[src/hw/rtl/stp_pkg.sv]
// shared types and codes of the software timer pool
package stp_pkg;

  localparam int unsigned MaxEntries = 32;

  // request codes on the action field
  typedef enum logic [2:0] {
    ACT_ALLOC   = 3'd0,
    ACT_FREE    = 3'd1,
    ACT_INIT    = 3'd2,
    ACT_SETTIME = 3'd3,
    ACT_TICK    = 3'd4
  } action_e;

  // result kinds
  typedef enum logic [2:0] {
    K_ALLOC_OK   = 3'd0,
    K_ALLOC_FAIL = 3'd1,
    K_ACK        = 3'd2,
    K_EXPIRED    = 3'd3,
    K_DONE       = 3'd4
  } kind_e;

  // classified command handed from front to back
  typedef enum logic [2:0] {
    OP_ALLOC   = 3'd0,
    OP_FREE    = 3'd1,
    OP_INIT    = 3'd2,
    OP_SETTIME = 3'd3,
    OP_TICK    = 3'd4,
    OP_NOP     = 3'd5
  } op_e;

  typedef enum logic [1:0] {
    ST_FREE  = 2'd0,
    ST_ALLOC = 2'd1,
    ST_RUN   = 2'd2
  } status_e;

  typedef struct packed {
    op_e         op;
    logic [4:0]  idx;
    logic [3:0]  queue;
    logic [7:0]  data;
    logic [31:0] timeout;
  } cmd_t;

  typedef struct packed {
    kind_e       kind;
    logic [4:0]  entry;
    logic [3:0]  queue;
    logic [7:0]  data;
    logic [31:0] total;
    logic        last;
  } res_t;

endpackage

[src/hw/rtl/stp_front.sv]
// request intake: decodes requests and holds them in a two-entry command queue
module stp_front #(
  parameter int unsigned NUM_TIMERS = 32
) (
  input  logic          clk_i,
  input  logic          rst_ni,
  input  logic          push,
  output logic          full,
  input  logic [2:0]    action_i,
  input  logic [4:0]    timer_index_i,
  input  logic [3:0]    dest_queue_i,
  input  logic [7:0]    event_data_i,
  input  logic [31:0]   timeout_i,
  output logic          cmd_valid_o,
  output stp_pkg::cmd_t cmd_o,
  input  logic          cmd_pop_i
);
  import stp_pkg::*;

  localparam int unsigned Pool = (NUM_TIMERS < MaxEntries) ? NUM_TIMERS : MaxEntries;

  cmd_t       dec_cmd;
  logic       idx_ok;
  logic       push_ok;
  cmd_t       slot_q [2];
  logic       wr_ptr_q, wr_ptr_d;
  logic       rd_ptr_q, rd_ptr_d;
  logic [1:0] cnt_q, cnt_d;

  assign idx_ok = {1'b0, timer_index_i} < 6'(Pool);

  always_comb begin
    dec_cmd.idx     = timer_index_i;
    dec_cmd.queue   = dest_queue_i;
    dec_cmd.data    = event_data_i;
    dec_cmd.timeout = timeout_i;
    unique case (action_i)
      ACT_ALLOC:   dec_cmd.op = OP_ALLOC;
      ACT_FREE:    dec_cmd.op = idx_ok ? OP_FREE : OP_NOP;
      ACT_INIT:    dec_cmd.op = idx_ok ? OP_INIT : OP_NOP;
      ACT_SETTIME: dec_cmd.op = idx_ok ? OP_SETTIME : OP_NOP;
      ACT_TICK:    dec_cmd.op = OP_TICK;
      default:     dec_cmd.op = OP_NOP;
    endcase
  end

  assign full        = cnt_q == 2'd2;
  assign push_ok     = push && !full;
  assign cmd_valid_o = cnt_q != 2'd0;
  assign cmd_o       = slot_q[rd_ptr_q];

  always_comb begin
    wr_ptr_d = wr_ptr_q ^ push_ok;
    rd_ptr_d = rd_ptr_q ^ cmd_pop_i;
    cnt_d    = cnt_q + 2'(push_ok) - 2'(cmd_pop_i);
  end

  always_ff @(posedge clk_i or negedge rst_ni) begin
    if (!rst_ni) begin
      wr_ptr_q <= 1'b0;
      rd_ptr_q <= 1'b0;
      cnt_q    <= 2'd0;
    end else begin
      wr_ptr_q <= wr_ptr_d;
      rd_ptr_q <= rd_ptr_d;
      cnt_q    <= cnt_d;
    end
  end

  always_ff @(posedge clk_i) begin
    if (push_ok) begin
      slot_q[wr_ptr_q] <= dec_cmd;
    end
  end

`ifndef SYNTHESIS
  a_cnt_range: assert property (@(posedge clk_i) disable iff (!rst_ni)
    cnt_q <= 2'd2) else $error("command queue count out of range");
  a_cnt_up: assert property (@(posedge clk_i) disable iff (!rst_ni)
    push_ok && !cmd_pop_i |=> cnt_q == $past(cnt_q) + 2'd1)
    else $error("command queue lost a transfer");
  a_pop_valid: assert property (@(posedge clk_i) disable iff (!rst_ni)
    cmd_pop_i |-> cmd_valid_o) else $error("command popped from empty queue");
`endif

endmodule

[src/hw/rtl/stp_back.sv]
// timer engine: entry table, tick walk and result register
module stp_back #(
  parameter int unsigned NUM_TIMERS = 32
) (
  input  logic          clk_i,
  input  logic          rst_ni,
  input  logic          cmd_valid_i,
  input  stp_pkg::cmd_t cmd_i,
  output logic          cmd_pop_o,
  output logic          empty,
  input  logic          pop,
  output stp_pkg::res_t res_o
);
  import stp_pkg::*;

  localparam int unsigned Pool = (NUM_TIMERS < MaxEntries) ? NUM_TIMERS : MaxEntries;
  localparam int unsigned IdxW = (Pool > 1) ? $clog2(Pool) : 1;
  localparam logic [IdxW-1:0] WalkLast = IdxW'(Pool - 1);

  typedef enum logic [2:0] {
    S_IDLE = 3'b001,
    S_WALK = 3'b010,
    S_DONE = 3'b100
  } state_e;

  state_e          state_q, state_d;
  status_e         status_q [Pool];
  logic [31:0]     rem_q [Pool];
  logic [3:0]      queue_q [Pool];
  logic [7:0]      byte_q [Pool];
  logic [31:0]     tick_q, tick_d;
  logic [IdxW-1:0] walk_q, walk_d;
  logic            out_valid_q, out_valid_d;
  res_t            res_q, res_d;
  logic            res_we;

  logic            out_free;
  logic [IdxW-1:0] cmd_idx;
  logic [Pool-1:0] free_vec, lowest;
  logic            found;
  logic [IdxW-1:0] alloc_idx;
  logic            cur_run;
  logic [31:0]     rem_dec;
  logic            fire;

  logic            stat_we;
  logic [IdxW-1:0] stat_idx;
  status_e         stat_val;
  logic            rem_we;
  logic [IdxW-1:0] rem_idx;
  logic [31:0]     rem_val;
  logic            meta_we;

  assign out_free = !out_valid_q || pop;
  assign cmd_idx  = cmd_i.idx[IdxW-1:0];

  // lowest free entry: isolate the lowest set bit, then encode it
  always_comb begin
    for (int i = 0; i < Pool; i++) begin
      free_vec[i] = status_q[i] == ST_FREE;
    end
    lowest    = free_vec & (~free_vec + Pool'(1));
    found     = |free_vec;
    alloc_idx = '0;
    for (int i = 0; i < Pool; i++) begin
      if (lowest[i]) begin
        alloc_idx = alloc_idx | IdxW'(i);
      end
    end
  end

  assign cur_run = status_q[walk_q] == ST_RUN;
  assign rem_dec = rem_q[walk_q] - 32'd1;
  assign fire    = cur_run && (rem_dec == 32'd0);

  always_comb begin
    state_d   = state_q;
    tick_d    = tick_q;
    walk_d    = walk_q;
    cmd_pop_o = 1'b0;
    res_we    = 1'b0;
    res_d     = '{kind: K_ACK, entry: '0, queue: '0, data: '0, total: '0, last: 1'b1};
    stat_we   = 1'b0;
    stat_idx  = cmd_idx;
    stat_val  = ST_FREE;
    rem_we    = 1'b0;
    rem_idx   = cmd_idx;
    rem_val   = cmd_i.timeout;
    meta_we   = 1'b0;
    unique case (state_q)
      S_IDLE: begin
        if (cmd_valid_i && out_free) begin
          cmd_pop_o = 1'b1;
          res_we    = 1'b1;
          case (cmd_i.op)
            OP_ALLOC: begin
              if (found) begin
                stat_we    = 1'b1;
                stat_idx   = alloc_idx;
                stat_val   = ST_ALLOC;
                res_d.kind  = K_ALLOC_OK;
                res_d.entry = 5'(alloc_idx);
              end else begin
                res_d.kind = K_ALLOC_FAIL;
              end
            end
            OP_FREE: begin
              stat_we  = 1'b1;
              stat_val = ST_FREE;
            end
            OP_INIT: meta_we = 1'b1;
            OP_SETTIME: begin
              rem_we   = 1'b1;
              stat_we  = 1'b1;
              stat_val = ST_RUN;
            end
            OP_TICK: begin
              res_we  = 1'b0;
              tick_d  = tick_q + 32'd1;
              walk_d  = '0;
              state_d = S_WALK;
            end
            default: ;
          endcase
        end
      end
      S_WALK: begin
        // a firing entry waits for the result slot, others pass straight on
        if (!fire || out_free) begin
          if (cur_run) begin
            rem_we  = 1'b1;
            rem_idx = walk_q;
            rem_val = rem_dec;
          end
          if (fire) begin
            stat_we     = 1'b1;
            stat_idx    = walk_q;
            stat_val    = ST_ALLOC;
            res_we      = 1'b1;
            res_d.kind  = K_EXPIRED;
            res_d.entry = 5'(walk_q);
            res_d.queue = queue_q[walk_q];
            res_d.data  = byte_q[walk_q];
            res_d.total = tick_q;
            res_d.last  = 1'b0;
          end
          if (walk_q == WalkLast) begin
            state_d = S_DONE;
          end else begin
            walk_d = walk_q + IdxW'(1);
          end
        end
      end
      S_DONE: begin
        if (out_free) begin
          res_we      = 1'b1;
          res_d.kind  = K_DONE;
          res_d.total = tick_q;
          state_d     = S_IDLE;
        end
      end
      default: state_d = S_IDLE;
    endcase
  end

  always_comb begin
    out_valid_d = out_valid_q;
    if (res_we) begin
      out_valid_d = 1'b1;
    end else if (pop) begin
      out_valid_d = 1'b0;
    end
  end

  always_ff @(posedge clk_i or negedge rst_ni) begin
    if (!rst_ni) begin
      state_q     <= S_IDLE;
      tick_q      <= '0;
      walk_q      <= '0;
      out_valid_q <= 1'b0;
      for (int i = 0; i < Pool; i++) begin
        status_q[i] <= ST_FREE;
      end
    end else begin
      state_q     <= state_d;
      tick_q      <= tick_d;
      walk_q      <= walk_d;
      out_valid_q <= out_valid_d;
      if (stat_we) begin
        status_q[stat_idx] <= stat_val;
      end
    end
  end

  always_ff @(posedge clk_i) begin
    if (rem_we) begin
      rem_q[rem_idx] <= rem_val;
    end
    if (meta_we) begin
      queue_q[cmd_idx] <= cmd_i.queue;
      byte_q[cmd_idx]  <= cmd_i.data;
    end
    if (res_we) begin
      res_q <= res_d;
    end
  end

  assign empty = !out_valid_q;
  assign res_o = res_q;

`ifndef SYNTHESIS
  a_last_kind: assert property (@(posedge clk_i) disable iff (!rst_ni)
    out_valid_q |-> (res_q.last == (res_q.kind != K_EXPIRED)))
    else $error("last flag does not match result kind");
  a_no_pop_busy: assert property (@(posedge clk_i) disable iff (!rst_ni)
    state_q != S_IDLE |-> !cmd_pop_o) else $error("command taken during tick walk");
  a_tick_inc: assert property (@(posedge clk_i) disable iff (!rst_ni)
    state_q == S_IDLE && cmd_pop_o && cmd_i.op == OP_TICK
      |=> state_q == S_WALK && tick_q == $past(tick_q) + 32'd1)
    else $error("tick count not advanced on tick");
  a_no_overwrite: assert property (@(posedge clk_i) disable iff (!rst_ni)
    out_valid_q && !pop |-> !res_we) else $error("waiting result overwritten");
`endif

endmodule

[src/hw/rtl/software_timer_pool_unit.sv]
// top level of the software timer pool
//
// A pool of min(NUM_TIMERS, 32) countdown timers driven through a queue-style
// request port. Alloc, free, init and settime each give one result; a tick
// walks the entry table one entry per cycle, but waits at an expiring entry
// until the result side has taken the previous result. Up to two requests
// queue ahead of the engine, and a finished result sits in its own register,
// so requests keep being transferred while a result waits. Entry status is
// cleared at reset; the queue, byte and remaining count of an entry hold no
// value until written.
module software_timer_pool_unit #(
  parameter int unsigned NUM_TIMERS = 32
) (
  input  logic        clk_i,
  input  logic        rst_ni,
  input  logic        push,
  output logic        full,
  input  logic [2:0]  action_i,
  input  logic [4:0]  timer_index_i,
  input  logic [3:0]  dest_queue_i,
  input  logic [7:0]  event_data_i,
  input  logic [31:0] timeout_i,
  output logic        empty,
  input  logic        pop,
  output logic [2:0]  kind_o,
  output logic [4:0]  entry_o,
  output logic [3:0]  out_queue_o,
  output logic [7:0]  out_data_o,
  output logic [31:0] tick_total_o,
  output logic        last_o
);
  import stp_pkg::*;

  logic cmd_valid;
  logic cmd_pop;
  cmd_t cmd;
  res_t res;

  stp_front #(.NUM_TIMERS(NUM_TIMERS)) u_front (
    .clk_i         (clk_i),
    .rst_ni        (rst_ni),
    .push          (push),
    .full          (full),
    .action_i      (action_i),
    .timer_index_i (timer_index_i),
    .dest_queue_i  (dest_queue_i),
    .event_data_i  (event_data_i),
    .timeout_i     (timeout_i),
    .cmd_valid_o   (cmd_valid),
    .cmd_o         (cmd),
    .cmd_pop_i     (cmd_pop)
  );

  stp_back #(.NUM_TIMERS(NUM_TIMERS)) u_back (
    .clk_i       (clk_i),
    .rst_ni      (rst_ni),
    .cmd_valid_i (cmd_valid),
    .cmd_i       (cmd),
    .cmd_pop_o   (cmd_pop),
    .empty       (empty),
    .pop         (pop),
    .res_o       (res)
  );

  assign kind_o       = res.kind;
  assign entry_o      = res.entry;
  assign out_queue_o  = res.queue;
  assign out_data_o   = res.data;
  assign tick_total_o = res.total;
  assign last_o       = res.last;

endmodule

[config.mk]
export PLATFORM = sky130hd
export DESIGN_NAME = software_timer_pool_unit
export DESIGN_NICKNAME = d
export VERILOG_FILES = /design/src/hw/rtl/stp_pkg.sv /design/src/hw/rtl/stp_front.sv /design/src/hw/rtl/stp_back.sv /design/src/hw/rtl/software_timer_pool_unit.sv
export SDC_FILE = /design/constraint.sdc
export NUM_CORES = 2
export LEC_CHECK = 0
export ABC_AREA = 0
export BUFFER_PORTS_ARGS = -buffer_cell sky130_fd_sc_hd__buf_2
export CORE_MARGIN = 2
export CORE_UTILIZATION = 60
export CTS_CLUSTER_SIZE = 12
export DETAILED_ROUTE_END_ITERATION = 10
export HOLD_SLACK_MARGIN = 0.1
export PLACE_DENSITY = 0.82
export SYNTH_ARGS = -nofsm -noshare
export SYNTH_HDL_FRONTEND = slang
export SYNTH_SLANG_ARGS = --single-unit
[constraint.sdc]
create_clock -name clk_i -period 8.15 [get_ports clk_i]
set_clock_uncertainty 0.05 [all_clocks]
set_input_delay 0.4075 -clock clk_i [delete_from_list [all_inputs] [get_ports clk_i]]
set_output_delay 0.4075 -clock clk_i [all_outputs]
set_load 0.01 [all_outputs]
==> results_dict.tcl <==
set metrics [dict create \
    synth_cells 3476 \
    die_w_um 338.2 \
    grt_max_degree 70 \
    cts_buffers 166 \
    syn_area_sq_um 67000 \
    power_density_nw_per_um2 304.6 \
    postCtsSetupBuffers 0 \
    synthesis.nets 3541 \
    cts_tree "yes" \
    power_mw 23.08 \
    portBuffers 110 \
    hold_path_depth 2 \
    crit_buf_inv 2 \
    clkLatencyLatePin_ps 790 \
    yosys.area.top_type_share_pct 70.14 \
    r2r_setup_slack_ps 150 \
    p_leak_nw 24.22 \
    yosys_register_bits 1674 \
    cp.depth 14 \
    final_layout_size_suffix_gt1_share_pct 24.58 \
    initial_utilization_pct 60.54 \
    core_sq_um 110700 \
    final_util_pct 68.49 \
    ys_async_sr_fraction_pct 6.511 \
    place_congestion 0.8806 \
    period_needed_ps 8005 \
    vdd_drop_max_mv 0.2482 \
    postSynthAreaPerCell_sq_um 19.28 \
    pin_count 111 \
    critPathKind "flip-flop to flip-flop" \
    synth_edf_count 1565 \
    routed_wirelength_mm 173.2 \
    report.final.slew_viol_count 0 \
    final_area_sq_um 75790 \
    fmax_mhz 124.9 \
    maxCapViolCount 0 \
    grt_usage_pct 30.38 \
    cts_buffer_depth 3 \
    period_share_pct 98.22 \
    clk_pin_slew_worst_paths_ps 60 \
    max_stage_delay_ps 990 \
    grt-ovfl-total 0 \
    maxSlewHeadroom_pct 8.236 \
    critPathLaunchType "flip-flop" \
    drc 0 \
    crit_required_ps 8470 \
    drt-pass1-iter-count 8 \
    numClockSinks 1674 \
    grt_pass1_vias 37480 \
    num_rows 122 \
    grt_antenna_before_repair 0 \
    area.growth.synth_to_final_pct 13.12 \
    ys_top_cells_by_area "edfxtp_1, mux4_2, dfrtp_1" \
    yosys.cell_count.top_type "edfxtp_1" \
    cp_slowest_cell "a21oi_2" \
    min_path_type "input port to flip-flop" \
    worstPathCellList "buf_4, mux4_2, a22oi_1, nand4_1, a22oi_1, nand4_1, nor4b_1, nor3_1, nor4b_2, nand4_1, nand2_4, buf_4, nor2_1, a21oi_2" \
    tightest_slew_ps 1376 \
    via_count 37120 \
    nets 3846 \
    yosysUniqueCellTypes 87 \
    ff2ff_path_depth 14 \
    die_h_um 338.2 \
    die_area_sq_um 114400 \
    cpMostUsedCell "nand4_1" \
    setup_violations 0 \
    yosys_warnings 0 \
    synth_ff_type "edfxtp_1" \
    wl_per_cell_um 32.37 \
    cts-root-buf "clkbuf_16" \
    h-tree-depth 4 \
    synth-seq-area-share_pct 74.21 \
    endpoint_kind "flip-flop" \
    grt_pass1_wl_mm 252.2 \
    ant_nets 0 \
    status "finished clean" \
    yosys-top-cells-count "edfxtp_1, mux4_2, nand2_1" \
    drt_iter0_markers 5558 \
    crit_arrival_ps 8330 \
    place_area_sq_um 70360 \
    path_delay_family "simple AND/OR/NAND/NOR gates" \
    yosys.area.top_type "edfxtp_1" \
    hpwl_mm 98.55 \
    worstPathMaxFanout 39 \
    via_per_inst 6.939 \
    final_hold_viol_count 0 \
]
[power by group]
group          internal, mW  leakage, nW  switching [mW]  total [mW]
Sequential             10.7         15.6           0.221        11.0
Clock                  3.96         2.34            3.07        7.03
Combinational          1.78         6.29            3.31        5.09
[flip-flops by register name, summed over array words and instances (netlist names)]
signal	flops
u_back.rem_q	1024
u_front.rd_ptr_q	1
u_front.cnt_q	2
u_back.status_q	64
u_back.byte_q	256
u_front.wr_ptr_q	1
u_back.walk_q	5
u_front.slot_q	104
u_back.out_valid_q	1
u_back.res_o	53
u_back.tick_q	32
u_back.state_q	3
u_back.queue_q	128
[placed cells by master, fill, tap and decap left out, types with 28 or more instances in the layout]
| cell type | instances |
|---|---|
| clkbuf_16 | 171 |
| nand3_1 | 28 |
| and2_1 | 44 |
| buf_4 | 124 |
| nor2_1 | 129 |
| nor2_4 | 33 |
| mux4_2 | 319 |
| a21oi_1 | 33 |
| dfrtp_1 | 103 |
| nand2_1 | 189 |
| nand4_1 | 56 |
| a22oi_1 | 49 |
| xnor2_1 | 50 |
| dlygate4sd3_1 | 57 |
| clkbuf_1 | 40 |
| mux2_2 | 70 |
| buf_2 | 109 |
| o22a_1 | 42 |
| mux2i_1 | 150 |
| edfxtp_1 | 1565 |
[metrics by stage]
step	hold WS, ps	TNS, ps	instances	setup WS (ps)
5_1_grt	292.8	-1404	5349	-52.13
3_5_place_dp	368.8	0	5043	556.6
3_3_place_gp	363.0	0	5043	760.7
6_report	306.8	0	5350	145.2
4_1_cts	255.4	0	5349	337.8
2_1_floorplan	61.91	0	3476	1598
[logic make-up (layout without fill, tap and decap cells)]
group / after synthesis / count (layout) / synth area share, %
AO/OA/AOI/OAI: 322 / 322 / 3.558
XOR/XNOR: 63 / 63 / 0.8235
adder cells (fa/ha/maj): 9 / 9 / 0.1681
buffers and inverters: 208 / 593 / 1.516
flip-flops: 1674 / 1674 / 74.21
multiplexers: 566 / 566 / 14.59
other: 0 / 1 / 0
AND/OR/NAND/NOR: 634 / 634 / 5.126
[worst paths after layout]
check,from,end
worst max register to register,u_back.walk_q[0]$_DFFE_PN0P_,u_back.rem_q[0][0]$_DFFE_PP_
worst min register to register,u_back.tick_q[31]$_DFFE_PN0P_,u_back.tick_q[31]$_DFFE_PN0P_
worst min-delay path,timeout_i[31],u_front.slot_q[1][31]$_DFFE_PP_
worst max-delay path,u_back.walk_q[0]$_DFFE_PN0P_,u_back.rem_q[0][0]$_DFFE_PP_
max in group asynchronous,rst_ni,u_back.walk_q[1]$_DFFE_PN0P_
min in group asynchronous,rst_ni,u_back.tick_q[31]$_DFFE_PN0P_
[what timing repair did]
item	4_1_cts	5_1_grt
hold buffers	58	0
endpoints found under the hold margin	146	0
setup endpoints to repair	0	159
gates resized for setup	0	1
[final cells by class]
class                      count  area (sq um)
antenna                        1         2.502
inverter                      28         107.6
timing repair buffer         317          2587
clock inverter                32         326.6
tap                         1488          1862
multi-input combinational   1594         16670
clock buffer                 216          4498
fill                        6511         34880
sequential                  1674         49740
[routing by layer]
layer,GRT usage (%),vias up,routed length [um]
met4,13.76,0,8382
li1,-,14770,-
met3,7.805,552,21120
met1,39.92,18840,59990
met5,0,-,0
met2,48.39,2958,83710
(Power assumes the default switching activity.)
